`config.mk`:
```
export PLATFORM = sky130hd
export DESIGN_NAME = lru_key_value_cache_flat
export DESIGN_NICKNAME = d
export VERILOG_FILES = /design/src/hdl/lkv_pkg.sv /design/src/hdl/lkv_req_if.sv /design/src/hdl/lkv_rsp_if.sv /design/src/hdl/lkv_core.sv /design/src/hdl/lru_key_value_cache.sv /design/src/flat_wrapper.sv
export SDC_FILE = /design/constraint.sdc
export NUM_CORES = 2
export LEC_CHECK = 0
export ABC_AREA = 0
export ABC_CLOCK_PERIOD_IN_PS = 17050
export BUFFER_PORTS_ARGS = -buffer_cell sky130_fd_sc_hd__buf_2
export CAP_MARGIN = 20
export CORE_MARGIN = 2
export CORE_UTILIZATION = 39
export CTS_BUF_LIST = sky130_fd_sc_hd__clkbuf_4 sky130_fd_sc_hd__clkbuf_8 sky130_fd_sc_hd__clkbuf_16
export CTS_CLUSTER_SIZE = 14
export DETAILED_ROUTE_END_ITERATION = 8
export HOLD_SLACK_MARGIN = 0.15
export PLACE_DENSITY = 0.53
export SETUP_SLACK_MARGIN = 0.4
export SLEW_MARGIN = 10
export SYNTH_ARGS = -nofsm -noshare
export SYNTH_HDL_FRONTEND = slang
export SYNTH_HIERARCHICAL = 1
export SYNTH_SLANG_ARGS = --single-unit
```
`constraint.sdc`:
```
create_clock -name clk_i -period 17.05 [get_ports clk_i]
set_clock_uncertainty 0.1 [all_clocks]
set_input_delay 1.705 -clock clk_i [delete_from_list [all_inputs] [get_ports clk_i]]
set_output_delay 1.705 -clock clk_i [all_outputs]
set_load 0.005 [all_outputs]
```
`src/hdl/lkv_pkg.sv`:
```
package lkv_pkg;

  localparam int ENTRIES     = 16;
  localparam int KEY_WIDTH   = 32;
  localparam int VALUE_WIDTH = 32;

  // age of an entry, 0 is the most recent
  localparam int AGE_W = (ENTRIES > 1) ? $clog2(ENTRIES) : 1;
  // occupancy and effective capacity, 0 .. ENTRIES
  localparam int CNT_W = $clog2(ENTRIES + 1);
  // capacity register as seen on the bus
  localparam int CAP_W = 5;
  localparam int CMP_W = (CNT_W > CAP_W) ? CNT_W : CAP_W;

  localparam logic [CAP_W-1:0] CAPACITY_RESET = CAP_W'(16);

  localparam int DATA_W = 32;
  localparam int ADDR_W = 3;

  typedef enum logic {
    REG_CAPACITY = 1'b0,
    REG_NONE     = 1'b1
  } reg_index_e;

  typedef enum logic {
    KIND_INSERT = 1'b0,
    KIND_LOOKUP = 1'b1
  } kind_e;

  typedef struct packed {
    logic                          kind;
    logic [KEY_WIDTH-1:0]          lookup_key;
    logic signed [VALUE_WIDTH-1:0] write_value;
  } req_t;

  typedef struct packed {
    logic                          hit;
    logic signed [VALUE_WIDTH-1:0] read_value;
    logic [KEY_WIDTH-1:0]          recent_key;
    logic                          recent_valid;
  } rsp_t;

  typedef struct packed {
    logic             go;
    logic [CNT_W-1:0] cap;
  } core_ctrl_t;

endpackage

```
`src/hdl/lkv_req_if.sv`:
```
interface lkv_req_if import lkv_pkg::*; ();
  logic valid;
  logic ready;
  req_t payload;

  modport source (output valid, output payload, input ready);
  modport sink (input valid, input payload, output ready);
endinterface

```
`src/hdl/lkv_rsp_if.sv`:
```
interface lkv_rsp_if import lkv_pkg::*; ();
  logic valid;
  logic ready;
  rsp_t payload;

  modport source (output valid, output payload, input ready);
  modport sink (input valid, input payload, output ready);
endinterface

```
`src/hdl/lkv_core.sv`:
```
module lkv_core import lkv_pkg::*; (
  input  logic       clk_i,
  input  logic       rst_ni,
  input  core_ctrl_t ctrl_i,
  input  req_t       req_i,
  output rsp_t       rsp_o
);

  logic [KEY_WIDTH-1:0]   key_q   [ENTRIES];
  logic [VALUE_WIDTH-1:0] value_q [ENTRIES];
  logic [AGE_W-1:0]       age_q   [ENTRIES];
  logic [AGE_W-1:0]       age_d   [ENTRIES];
  logic [ENTRIES-1:0]     valid_q, valid_d;
  logic [CNT_W-1:0]       occ_q, occ_d;
  logic [KEY_WIDTH-1:0]   recent_q, recent_d;

  logic [ENTRIES-1:0]     match, hit_oh, free_oh, old_vec, old_oh, sel_oh, wr_key_oh, wr_val_oh;
  logic [AGE_W-1:0]       hit_age;
  logic [VALUE_WIDTH-1:0] hit_value;
  logic [CNT_W-1:0]       from, occ_m1;
  logic                   found, do_touch;

  function automatic logic [ENTRIES-1:0] lowest_oh(input logic [ENTRIES-1:0] v);
    return v & (~v + ENTRIES'(1));
  endfunction

  always_comb begin
    occ_m1 = occ_q - CNT_W'(1);
    for (int i = 0; i < ENTRIES; i++) begin
      match[i]   = valid_q[i] && (key_q[i] == req_i.lookup_key);
      old_vec[i] = valid_q[i] && (occ_q != '0) && (CNT_W'(age_q[i]) == occ_m1);
    end
    hit_oh  = lowest_oh(match);
    free_oh = lowest_oh(~valid_q);
    old_oh  = lowest_oh(old_vec);
    found   = |match;

    hit_age   = '0;
    hit_value = '0;
    for (int i = 0; i < ENTRIES; i++) begin
      if (hit_oh[i]) begin
        hit_age   = hit_age | age_q[i];
        hit_value = hit_value | value_q[i];
      end
    end
  end

  // slot choice and bookkeeping for one item
  always_comb begin
    sel_oh    = '0;
    wr_key_oh = '0;
    wr_val_oh = '0;
    from      = '0;
    do_touch  = 1'b0;
    occ_d     = occ_q;
    valid_d   = valid_q;
    recent_d  = recent_q;
    if (ctrl_i.go) begin
      if (found) begin
        sel_oh   = hit_oh;
        from     = CNT_W'(hit_age);
        do_touch = 1'b1;
        if (req_i.kind == KIND_INSERT) begin
          wr_val_oh = hit_oh;
        end
      end else if (req_i.kind == KIND_INSERT) begin
        do_touch = 1'b1;
        if ((occ_q < ctrl_i.cap) && (|free_oh)) begin
          sel_oh = free_oh;
          from   = occ_q;
          occ_d  = occ_q + CNT_W'(1);
        end else if (|old_oh) begin
          // full: reuse the slot of the oldest entry
          sel_oh = old_oh;
          from   = occ_m1;
        end else begin
          sel_oh = ENTRIES'(1);
          occ_d  = CNT_W'(1);
        end
        wr_key_oh = sel_oh;
        wr_val_oh = sel_oh;
        valid_d   = valid_q | sel_oh;
      end
      if (do_touch) begin
        recent_d = req_i.lookup_key;
      end
    end

    for (int i = 0; i < ENTRIES; i++) begin
      age_d[i] = age_q[i];
      if (do_touch) begin
        if (sel_oh[i]) begin
          age_d[i] = '0;
        end else if (valid_q[i] && (CNT_W'(age_q[i]) < from)) begin
          age_d[i] = age_q[i] + AGE_W'(1);
        end
      end
    end
  end

  always_comb begin
    rsp_o.hit          = found;
    rsp_o.read_value   = (found && req_i.kind == KIND_LOOKUP) ? hit_value : '0;
    rsp_o.recent_valid = (occ_d != '0);
    rsp_o.recent_key   = recent_d;
  end

  always_ff @(posedge clk_i or negedge rst_ni) begin
    if (!rst_ni) begin
      valid_q  <= '0;
      occ_q    <= '0;
      recent_q <= '0;
      for (int i = 0; i < ENTRIES; i++) begin
        age_q[i] <= '0;
      end
    end else begin
      valid_q  <= valid_d;
      occ_q    <= occ_d;
      recent_q <= recent_d;
      for (int i = 0; i < ENTRIES; i++) begin
        age_q[i] <= age_d[i];
      end
    end
  end

  always_ff @(posedge clk_i) begin
    for (int i = 0; i < ENTRIES; i++) begin
      if (wr_key_oh[i]) begin
        key_q[i] <= req_i.lookup_key;
      end
      if (wr_val_oh[i]) begin
        value_q[i] <= req_i.write_value;
      end
    end
  end

endmodule

```
`src/hdl/lru_key_value_cache.sv`:
```
// channel   dir  transfer when        payload
// req_i     in   valid && ready       kind, lookup_key, write_value
// rsp_o     out  valid && ready       hit, read_value, recent_key, recent_valid
// apb       in   psel&penable&pwrite  capacity at byte address 0
//
// one item per cycle sustained while results are taken; the item is held in the input register and
// its result is written to the output register once that has room, and offered from there
// the parallel key compare and age update over all entries lie between the two registers
// reset clears valid bits, ages, occupancy and sets capacity to 16, no clearing pass
// a stalled result holds in the output register; one more item waits in the input
// register, then req_i.ready drops until the result is taken
module lru_key_value_cache import lkv_pkg::*; (
  input  logic              clk_i,
  input  logic              rst_ni,
  lkv_req_if.sink           req_i,
  lkv_rsp_if.source         rsp_o,
  input  logic              psel,
  input  logic              penable,
  input  logic              pwrite,
  input  logic [ADDR_W-1:0] paddr,
  input  logic [DATA_W-1:0] pwdata,
  output logic [DATA_W-1:0] prdata,
  output logic              pready
);

  // capacity register and its clamped form
  logic [CAP_W-1:0] cap_q, cap_d;
  logic [CMP_W-1:0] cap_ext;
  logic [CNT_W-1:0] cap_eff;
  reg_index_e       reg_sel;

  // input register: the item being worked on this cycle
  logic in_valid_q, in_valid_d;
  req_t in_req_q;

  // output register: the finished result
  logic out_valid_q, out_valid_d;
  rsp_t out_rsp_q;

  logic       req_xfer, advance;
  core_ctrl_t core_ctrl;
  rsp_t       core_rsp;

  // ---------------------------------------------------------------- config port
  // register index is the word address; anything past register 0 reads zero
  assign reg_sel = reg_index_e'(paddr[2]);
  assign pready  = 1'b1;

  always_comb begin
    cap_d = cap_q;
    if (psel && penable && pwrite && reg_sel == REG_CAPACITY) begin
      cap_d = pwdata[CAP_W-1:0];
    end
  end

  always_comb begin
    case (reg_sel)
      REG_CAPACITY: prdata = DATA_W'(cap_q);
      default:      prdata = '0;
    endcase
  end

  // zero acts as one, anything above the entry count saturates
  always_comb begin
    cap_ext = CMP_W'(cap_q);
    if (cap_ext == '0) begin
      cap_eff = CNT_W'(1);
    end else if (cap_ext > CMP_W'(ENTRIES)) begin
      cap_eff = CNT_W'(ENTRIES);
    end else begin
      cap_eff = cap_ext[CNT_W-1:0];
    end
  end

  // ---------------------------------------------------------------- handshake
  // the held item is processed once the output register has room for its result
  assign advance     = in_valid_q && (!out_valid_q || rsp_o.ready);
  assign req_i.ready = !in_valid_q || advance;
  assign req_xfer    = req_i.valid && req_i.ready;

  always_comb begin
    in_valid_d = req_xfer || (in_valid_q && !advance);
    if (advance) begin
      out_valid_d = 1'b1;
    end else if (rsp_o.ready) begin
      out_valid_d = 1'b0;
    end else begin
      out_valid_d = out_valid_q;
    end
  end

  assign core_ctrl.go  = advance;
  assign core_ctrl.cap = cap_eff;

  // cache state and the whole lookup/insert/age update for one item
  lkv_core u_core (
    .clk_i  (clk_i),
    .rst_ni (rst_ni),
    .ctrl_i (core_ctrl),
    .req_i  (in_req_q),
    .rsp_o  (core_rsp)
  );

  always_ff @(posedge clk_i or negedge rst_ni) begin
    if (!rst_ni) begin
      cap_q       <= CAPACITY_RESET;
      in_valid_q  <= 1'b0;
      out_valid_q <= 1'b0;
    end else begin
      cap_q       <= cap_d;
      in_valid_q  <= in_valid_d;
      out_valid_q <= out_valid_d;
    end
  end

  // payload registers, no reset needed
  always_ff @(posedge clk_i) begin
    if (req_xfer) begin
      in_req_q <= req_i.payload;
    end
    if (advance) begin
      out_rsp_q <= core_rsp;
    end
  end

  assign rsp_o.valid   = out_valid_q;
  assign rsp_o.payload = out_rsp_q;

endmodule

```
`src/flat_wrapper.sv`:
```
// flat-port wrapper written by rule: the top's interface ports become plain ports
module lru_key_value_cache_flat import lkv_pkg::*;
  (clk_i, rst_ni, psel, penable, pwrite, paddr, pwdata, prdata, pready, req_i_valid, req_i_payload, req_i_ready, rsp_o_valid, rsp_o_payload, rsp_o_ready);
  lkv_req_if req_i_i ();
  lkv_rsp_if rsp_o_i ();
  input  logic clk_i;
  input  logic rst_ni;
  input  logic psel;
  input  logic penable;
  input  logic pwrite;
  input  logic [ADDR_W-1:0] paddr;
  input  logic [DATA_W-1:0] pwdata;
  output logic [DATA_W-1:0] prdata;
  output logic pready;
  input wire logic [$bits(req_i_i.valid)-1:0] req_i_valid;
  input wire logic [$bits(req_i_i.payload)-1:0] req_i_payload;
  output wire logic [$bits(req_i_i.ready)-1:0] req_i_ready;
  output wire logic [$bits(rsp_o_i.valid)-1:0] rsp_o_valid;
  output wire logic [$bits(rsp_o_i.payload)-1:0] rsp_o_payload;
  input wire logic [$bits(rsp_o_i.ready)-1:0] rsp_o_ready;
  assign req_i_i.valid = req_i_valid;
  assign req_i_i.payload = req_i_payload;
  assign req_i_ready = req_i_i.ready;
  assign rsp_o_valid = rsp_o_i.valid;
  assign rsp_o_payload = rsp_o_i.payload;
  assign rsp_o_i.ready = rsp_o_ready;
  lru_key_value_cache u_core (.clk_i(clk_i), .rst_ni(rst_ni), .req_i(req_i_i), .rsp_o(rsp_o_i), .psel(psel), .penable(penable), .pwrite(pwrite), .paddr(paddr), .pwdata(pwdata), .prdata(prdata), .pready(pready));
endmodule
```
=== Word level (Yosys, flattened, before mapping) ===
Memories as Yosys holds them, arrays and structs flattened.
Index checks and enable logic that the tools add are counted.

* RAM bits: 1024
* Output and inout bits: 101
* Flip-flop bits (word level): 255
* Memories kept: 2

{| class="wikitable"
|+ Memory list
! memory !! depth !! bits a word !! rd ports !! clocked after memory_dff !! wr ports !! RTL line !! RTL
|-
| u_core.u_core.key_q || 16 || 32 || 16 || 0 || 1 || lkv_core.sv:9 || <nowiki>logic [KEY_WIDTH-1:0] key_q [ENTRIES];</nowiki>
|-
| u_core.u_core.value_q || 16 || 32 || 16 || 0 || 1 || lkv_core.sv:10 || <nowiki>logic [VALUE_WIDTH-1:0] value_q [ENTRIES];</nowiki>
|}

* Mux-type cells: 252
* Bitwise gates (word level): 41
* Magnitude comparators: 18
* Equality and inequality tests: 32
* Add/sub/neg operators: 21
* Reduce and logical (&&, ||, !) cells: 148

{| class="wikitable"
|+ Operators by type and width
! kind !! number
|-
| $mux 32 || 48
|-
| $reduce_or 32->1 || 30
|-
| $eq 32x32->1 || 16
|-
| $or 32x32->32 || 15
|-
| $mux 4 || 78
|-
| $mux 16 || 13
|-
| $mux 1 || 100
|-
| $eq 4x5->1 || 16
|-
| $lt 4x5->1 || 16
|-
| $logic_and 1x1->1 || 72
|-
| $mux 5 || 13
|-
| $add 4x1->4 const B || 16
|-
| $not 16->16 || 4
|-
| $or 4x4->4 || 15
|-
| $add 16x1->16 const B || 3
|-
| $and 16x16->16 || 3
|-
| $reduce_or 16->1 || 3
|-
| $reduce_bool 2->1 || 17
|-
| $reduce_and 2->1 || 16
|-
| $or 16x16->16 || 1
|-
| $reduce_bool 5->1 || 2
|-
| $add 5x1->5 const B || 1
|-
| $gt 5x5->1 const B || 1
|-
| $logic_not 5->1 || 1
|-
| 6 further kinds || 12
|}

=== Logic depth before layout (Yosys ltp) ===
An unclocked memory read counts as a cell.

* Depth after elaboration: 43
* Gate-level depth with buffers: 27
* Gate-level depth less buffers: 22

=== Cells and area by module ===
The synthesis kept the hierarchy.

{| class="wikitable"
|+ Modules (own cells, without submodules)
! module !! area an instance (µm²) !! sequential area each (µm²) !! cells each !! times used
|-
| lkv_core || 50711.1 || 33677.3 || 3548 || 1
|-
| lru_key_value_cache || 4523.1 || 4110.2 || 192 || 1
|}

=== Worst setup path after synthesis ===
OpenSTA, ideal clock, no wires.

* Path type: input -> register
* Start point: input port rsp_o_ready
* End point: memory u_core.u_core.value_q[0][0], enable pin
* Stages on the path: 7
* Arrival: 7.855 ns
* Data required time: 16.558 ns
* Setup slack: 8.703 ns
* Path through: nand2b_1 and2_1 nand3_2 a21oi_1 a21boi_0 o21bai_1 and2_1

{| class="wikitable"
|+ RTL lines
! element !! RTL line !! RTL
|-
| from (decl) || flat_wrapper.sv:20 || <nowiki>input wire logic [$bits(rsp_o_i.ready)-1:0] rsp_o_ready;</nowiki>
|-
| $logic_or 1x1->1 || lru_key_value_cache.sv:77 || <nowiki>assign advance = in_valid_q && (!out_valid_q || rsp_o.ready);</nowiki>
|-
| $logic_and 1x1->1 || lru_key_value_cache.sv:77 ||
|-
| net u_core.advance || lru_key_value_cache.sv:40 || <nowiki>logic req_xfer, advance;</nowiki>
|-
| $mux 16 || lkv_core.sv:58 || <nowiki>if (ctrl_i.go) begin</nowiki>
|-
| net u_core.u_core.wr_val_oh[0] || lkv_core.sv:17 || <nowiki>logic [ENTRIES-1:0] match, hit_oh, free_oh, old_vec, old_oh, sel_oh, wr_key_oh, wr_val_oh;</nowiki>
|-
| $mux 1 || lkv_core.sv:131 || <nowiki>if (wr_val_oh[i]) begin</nowiki>
|-
| $mux 1 (not written as such) || lkv_core.sv:132 || <nowiki>value_q[i] <= req_i.write_value;</nowiki>
|-
| $mux 1 (no line) (15 in a row) || - ||
|-
| to (decl) || lkv_core.sv:10 ||
|}

The timed path passes the listed nets, and every way through them passes these cells.

=== Worst setup path in the final report ===
* Start point: register u_core/in_req_q[57] (netlist name)
* End point: register u_core/u_core/age_q[42] (netlist name)

* Cells in the longest elaborated chain, start to end: 42

{| class="wikitable"
|+ Ends and longest elaborated chain
! element !! RTL line !! RTL
|-
| from (decl) || lru_key_value_cache.sv:34 || <nowiki>req_t in_req_q;</nowiki>
|-
| from (signal assigned) || lru_key_value_cache.sv:119 || <nowiki>in_req_q <= req_i.payload;</nowiki>
|-
| $eq 32x32->1 || lkv_core.sv:30 || <nowiki>match[i] = valid_q[i] && (key_q[i] == req_i.lookup_key);</nowiki>
|-
| $logic_and 1x1->1 || lkv_core.sv:30 ||
|-
| $not 16->16 || lkv_core.sv:24 || <nowiki>return v & (~v + ENTRIES'(1));</nowiki>
|-
| $add 16x1->16 || lkv_core.sv:24 ||
|-
| $and 16x16->16 || lkv_core.sv:24 ||
|-
| $mux 4 || lkv_core.sv:41 || <nowiki>if (hit_oh[i]) begin</nowiki>
|-
| $or 4x4->4 || lkv_core.sv:42 || <nowiki>hit_age = hit_age | age_q[i];</nowiki>
|-
| $mux 4 || lkv_core.sv:41 ||
|-
| [... 26 more ...] || - ||
|-
| $or 4x4->4 || lkv_core.sv:42 ||
|-
| $mux 4 || lkv_core.sv:41 ||
|-
| $mux 5 || lkv_core.sv:59 || <nowiki>if (found) begin</nowiki>
|-
| $mux 5 || lkv_core.sv:58 ||
|-
| $lt 4x5->1 || lkv_core.sv:94 || <nowiki>end else if (valid_q[i] && (CNT_W'(age_q[i]) < from)) begin</nowiki>
|-
| $logic_and 1x1->1 || lkv_core.sv:94 ||
|-
| $reduce_bool 2->1 (no line) || - ||
|-
| $reduce_and 2->1 (no line) || - ||
|-
| to (signal, indexed assignment) || lkv_core.sv:121 || <nowiki>age_q[i] <= age_d[i];</nowiki>
|-
| to (decl) || lkv_core.sv:11 || <nowiki>logic [AGE_W-1:0] age_q [ENTRIES];</nowiki>
|}

Several ways; a longest one is shown, not always the timed one. The select of a mux whose other input is x is not followed.
A chain may end at the register's enable or synchronous reset.

==> flow_summary.toml <==
[run_status]
outcome = "finished clean"

[timing]
post-route-min-period_ns = 8.13
timing.fmax_mhz = 123
relSlewSlack = 0.234
setup_viol = 0
finalCritPeriodShare = 0.477
rsz0062_at_grt = "false"
fin_tns_setup_ns = 0
hold_violations = 0
layout_setup_ws_ns = 8.92
final_max_slew_viol_count = 0
worstMarginPinSlew_ns = 1.15

[clocking]
cts_setup_buffers = 0
cts-root-buf = "clkbuf_16"
htree_num_levels = 4
clk_path_buf_depth = 3
cts_resized = 0
cts_sinks = 1279
clkTransAtPathRegs_ns = 0.06
ctsHoldBuffers = 0
numCtsBuffers = 143
clk_latency_ns = 0.79
cts_tree = "done"

[synth]
yosys_most_used_dff = "edfxtp_1"
netlist_area_um2 = 55200
ys_warn_count = 6
synth.avg_cell_area_um2 = 14.8
async_reset_ff_frac = 0.0970
yosysSeqAreaShare = 0.684
yosysUniqueCellTypes = 103
synthCells = 3740
synth_edf_count = 1155
synth_seq_cells = 1279

[floorplan]
start_util = 0.392
ios = 208
core_um2 = 141000
die_y_um = 380
dieArea_um2 = 145000
die_x_um = 380
rows = 138

[power_and_ir_drop]
comb_power_share = 0.140
p_clk_frac = 0.385
p_leak_nw = 21.8
peakVddDrop_v = 0.0000991
p_total_mw = 7.99
internal_power_mw = 5.81
switching_share = 0.273
p_sw_mw = 2.18
power_density_nw_per_um2 = 126
power_frac_seq = 0.475

[layout]
fillers = 12500
drive_gt1_frac = 0.159
nNetsFinal = 4161
area_growth_pct = 14.7
layout.area.seq_um2 = 37800
multiInputGateArea_um2 = 16400

[min_path]
min_path_type = "register to register"

[critical_path]
cp-start-kind = "register"
critPathArrivalTime_ns = 8.69
startpoint = "u_core/in_req_q[57]"
crit_top_cell = "buf_4"
worstPathRequired_ns = 17.61
critPathMaxFanout = 73
crit_end = "u_core/u_core/age_q[42]"
r2r_cells = 23
critPathKind = "register to register"
r2r_setup_slack_ns = 8.92
crit_chain = "buf_4 -> xor2_1 -> nor4_1 -> nand4_1 -> or3_2 -> buf_4 -> and2_1 -> nand3_1 -> nor3b_2 -> buf_4 -> a221o_1 -> a221oi_1 -> nand4_1 -> o21ai_1 -> buf_4 -> ha_1 -> a21o_1 -> a21oi_1 -> nor3b_1 -> nand2_1 -> a31oi_1 -> nand3_1 -> mux2_2"
end_kind = "register"
r2r_end = "u_core/u_core/age_q[42]"
critPathSlowestCell = "edfxtp_1"
crit-reg2reg-launch = "u_core/in_req_q[57]"
critPathMaxStageDelay_ns = 0.95

[placement]
pre_cts_ws_ns = 9.02
dp.final_hpwl_um = 91900
port_buffers = 150
place_congestion = 0.858

[grt]
gr-total-overflow = 0
grt_pass1_wl_um = 229000
grt_pass1_vias = 32600
antenna_found_initial = 0
grt_max_degree = 74
grtUsageTotal = 0.216

[run]
drv_cap = 0

[routing]
wl_um = 157000
routed_via_density = 5.52
final_antenna_net_count = 0
drc = 0
wl_per_cell_um = 26.2
drt_iter0_markers = 3101
drt_pass1_iterations = 7
num_vias = 33100
## logic make-up (layout without fill, tap and decap cells)
group	count (synthesis)	after routing	synth area share
flops	1279	1279	0.684
simple gates	942	942	0.0976
xor+xnor	611	611	0.100
compound gates	492	492	0.0656
buf+inv	289	623	0.0254
fa+ha+maj	70	70	0.0159
mux	55	55	0.0109
other cells	2	31	0.000136
## through the flow
stage	utilization	hold WS [ns]	cells	instance area, um2
after floorplan	-	0.337	3766	55300
after global placement	0.415	0.359	5727	58500
after detailed placement	0.415	0.362	5727	58500
after CTS	0.449	0.375	5988	63300
after global routing	0.449	0.392	5990	63400
final	0.449	0.374	5993	63400
## cells in the final DEF, fill, tap and decap left out, drive strengths merged, types with 80 or more instances in the layout
| master | count |
|---|---|
| xor2 | 335 |
| clkbuf | 182 |
| nand3 | 85 |
| nor2 | 112 |
| buf | 272 |
| edfxtp | 1155 |
| xnor2 | 263 |
| o21ai | 80 |
| nor4 | 126 |
| nand4 | 174 |
| inv | 94 |
| a22oi | 101 |
| dfrtp | 123 |
| nand2 | 150 |
## metal layers
layer	track usage	part of all wire	up-vias
li1	-	-	14900
met1	0.313	0.46	16900
met2	0.340	0.46	1074
met3	0.0327	0.057	180
met4	0.0553	0.020	0
met5	0	0	-
## worst max-delay path: cells and delay by family, from the launching register on
family | cells | cell delay, ns
muxes | 1 | 0.30
adders and majority gates | 1 | 0.30
AOI/OAI and AO/OA | 6 | 2.15
xor gates and xnor gates | 1 | 0.16
and+or+nand+nor | 10 | 2.28
buffers and inverters | 4 | 1.64
DFF | 1 | 0.95
## synth_stat cells, drive strengths merged, types with 28 or more instances
cell,n,share of area
a21o,28,0.0038
a21oi,77,0.0070
a221oi,70,0.011
a222oi,37,0.0067
a22oi,101,0.014
and3,36,0.0041
buf,123,0.014
clkbuf,76,0.0052
dfrtp,123,0.056
edfxtp,1155,0.63
ha,70,0.016
inv,89,0.0060
mux2,40,0.0082
nand2,150,0.010
nand2b,31,0.0035
nand3,85,0.0079
nand4,174,0.020
nor2,112,0.0077
nor3,46,0.0044
nor4,126,0.014
o21ai,80,0.0077
xnor2,263,0.042
xor2,335,0.053
## flip-flops by register name, indices dropped and copies added, names as in the netlist
signal and count:
u_core/u_core/valid_q 16, u_core/in_valid_q 1, u_core/u_core/recent_q 32, u_core/u_core/age_q 64, u_core/in_req_q 65, u_core/rsp_o.valid 1
u_core/rsp_o.payload 66, u_core/u_core/occ_q 5, u_core/u_core/key_q 512, u_core/u_core/value_q 512, u_core/cap_ext 5
## power groups by stage
stage / sequential, mW / clock (mW) / combinational (mW)
6_report: 3.80 / 3.08 / 1.12
5_1_grt: 3.82 / 3.27 / 1.22
4_1_cts: 3.80 / 3.15 / 1.11
3_5_place_dp: 3.86 / 0 / 1.10
3_3_place_gp: 3.86 / 0 / 1.09
2_1_floorplan: 3.79 / 0 / 0.783
## worst min path at each step
stage,start,endpoint,cells past startpoint
global route,u_core/u_core/recent_q[19],u_core/u_core/recent_q[19],2
CTS,u_core/u_core/recent_q[28],u_core/u_core/recent_q[28],2
floorplan,u_core/u_core/recent_q[1],u_core/u_core/recent_q[1],2
global placement,u_core/u_core/recent_q[6],u_core/u_core/recent_q[6],2
finish,u_core/u_core/recent_q[4],u_core/u_core/recent_q[4],2
detailed placement,u_core/u_core/recent_q[28],u_core/u_core/recent_q[28],2
## cell type report
type                       instances  area share
antenna                            3    0.000118
sequential                      1279       0.596
clock inverter                    79      0.0133
tap                             1890      0.0373
clock buffer                     182      0.0620
multi-input combinational       2198       0.259
timing repair buffer             272      0.0268
inverter                          90     0.00533
Power figures use the tool's default switching activity.
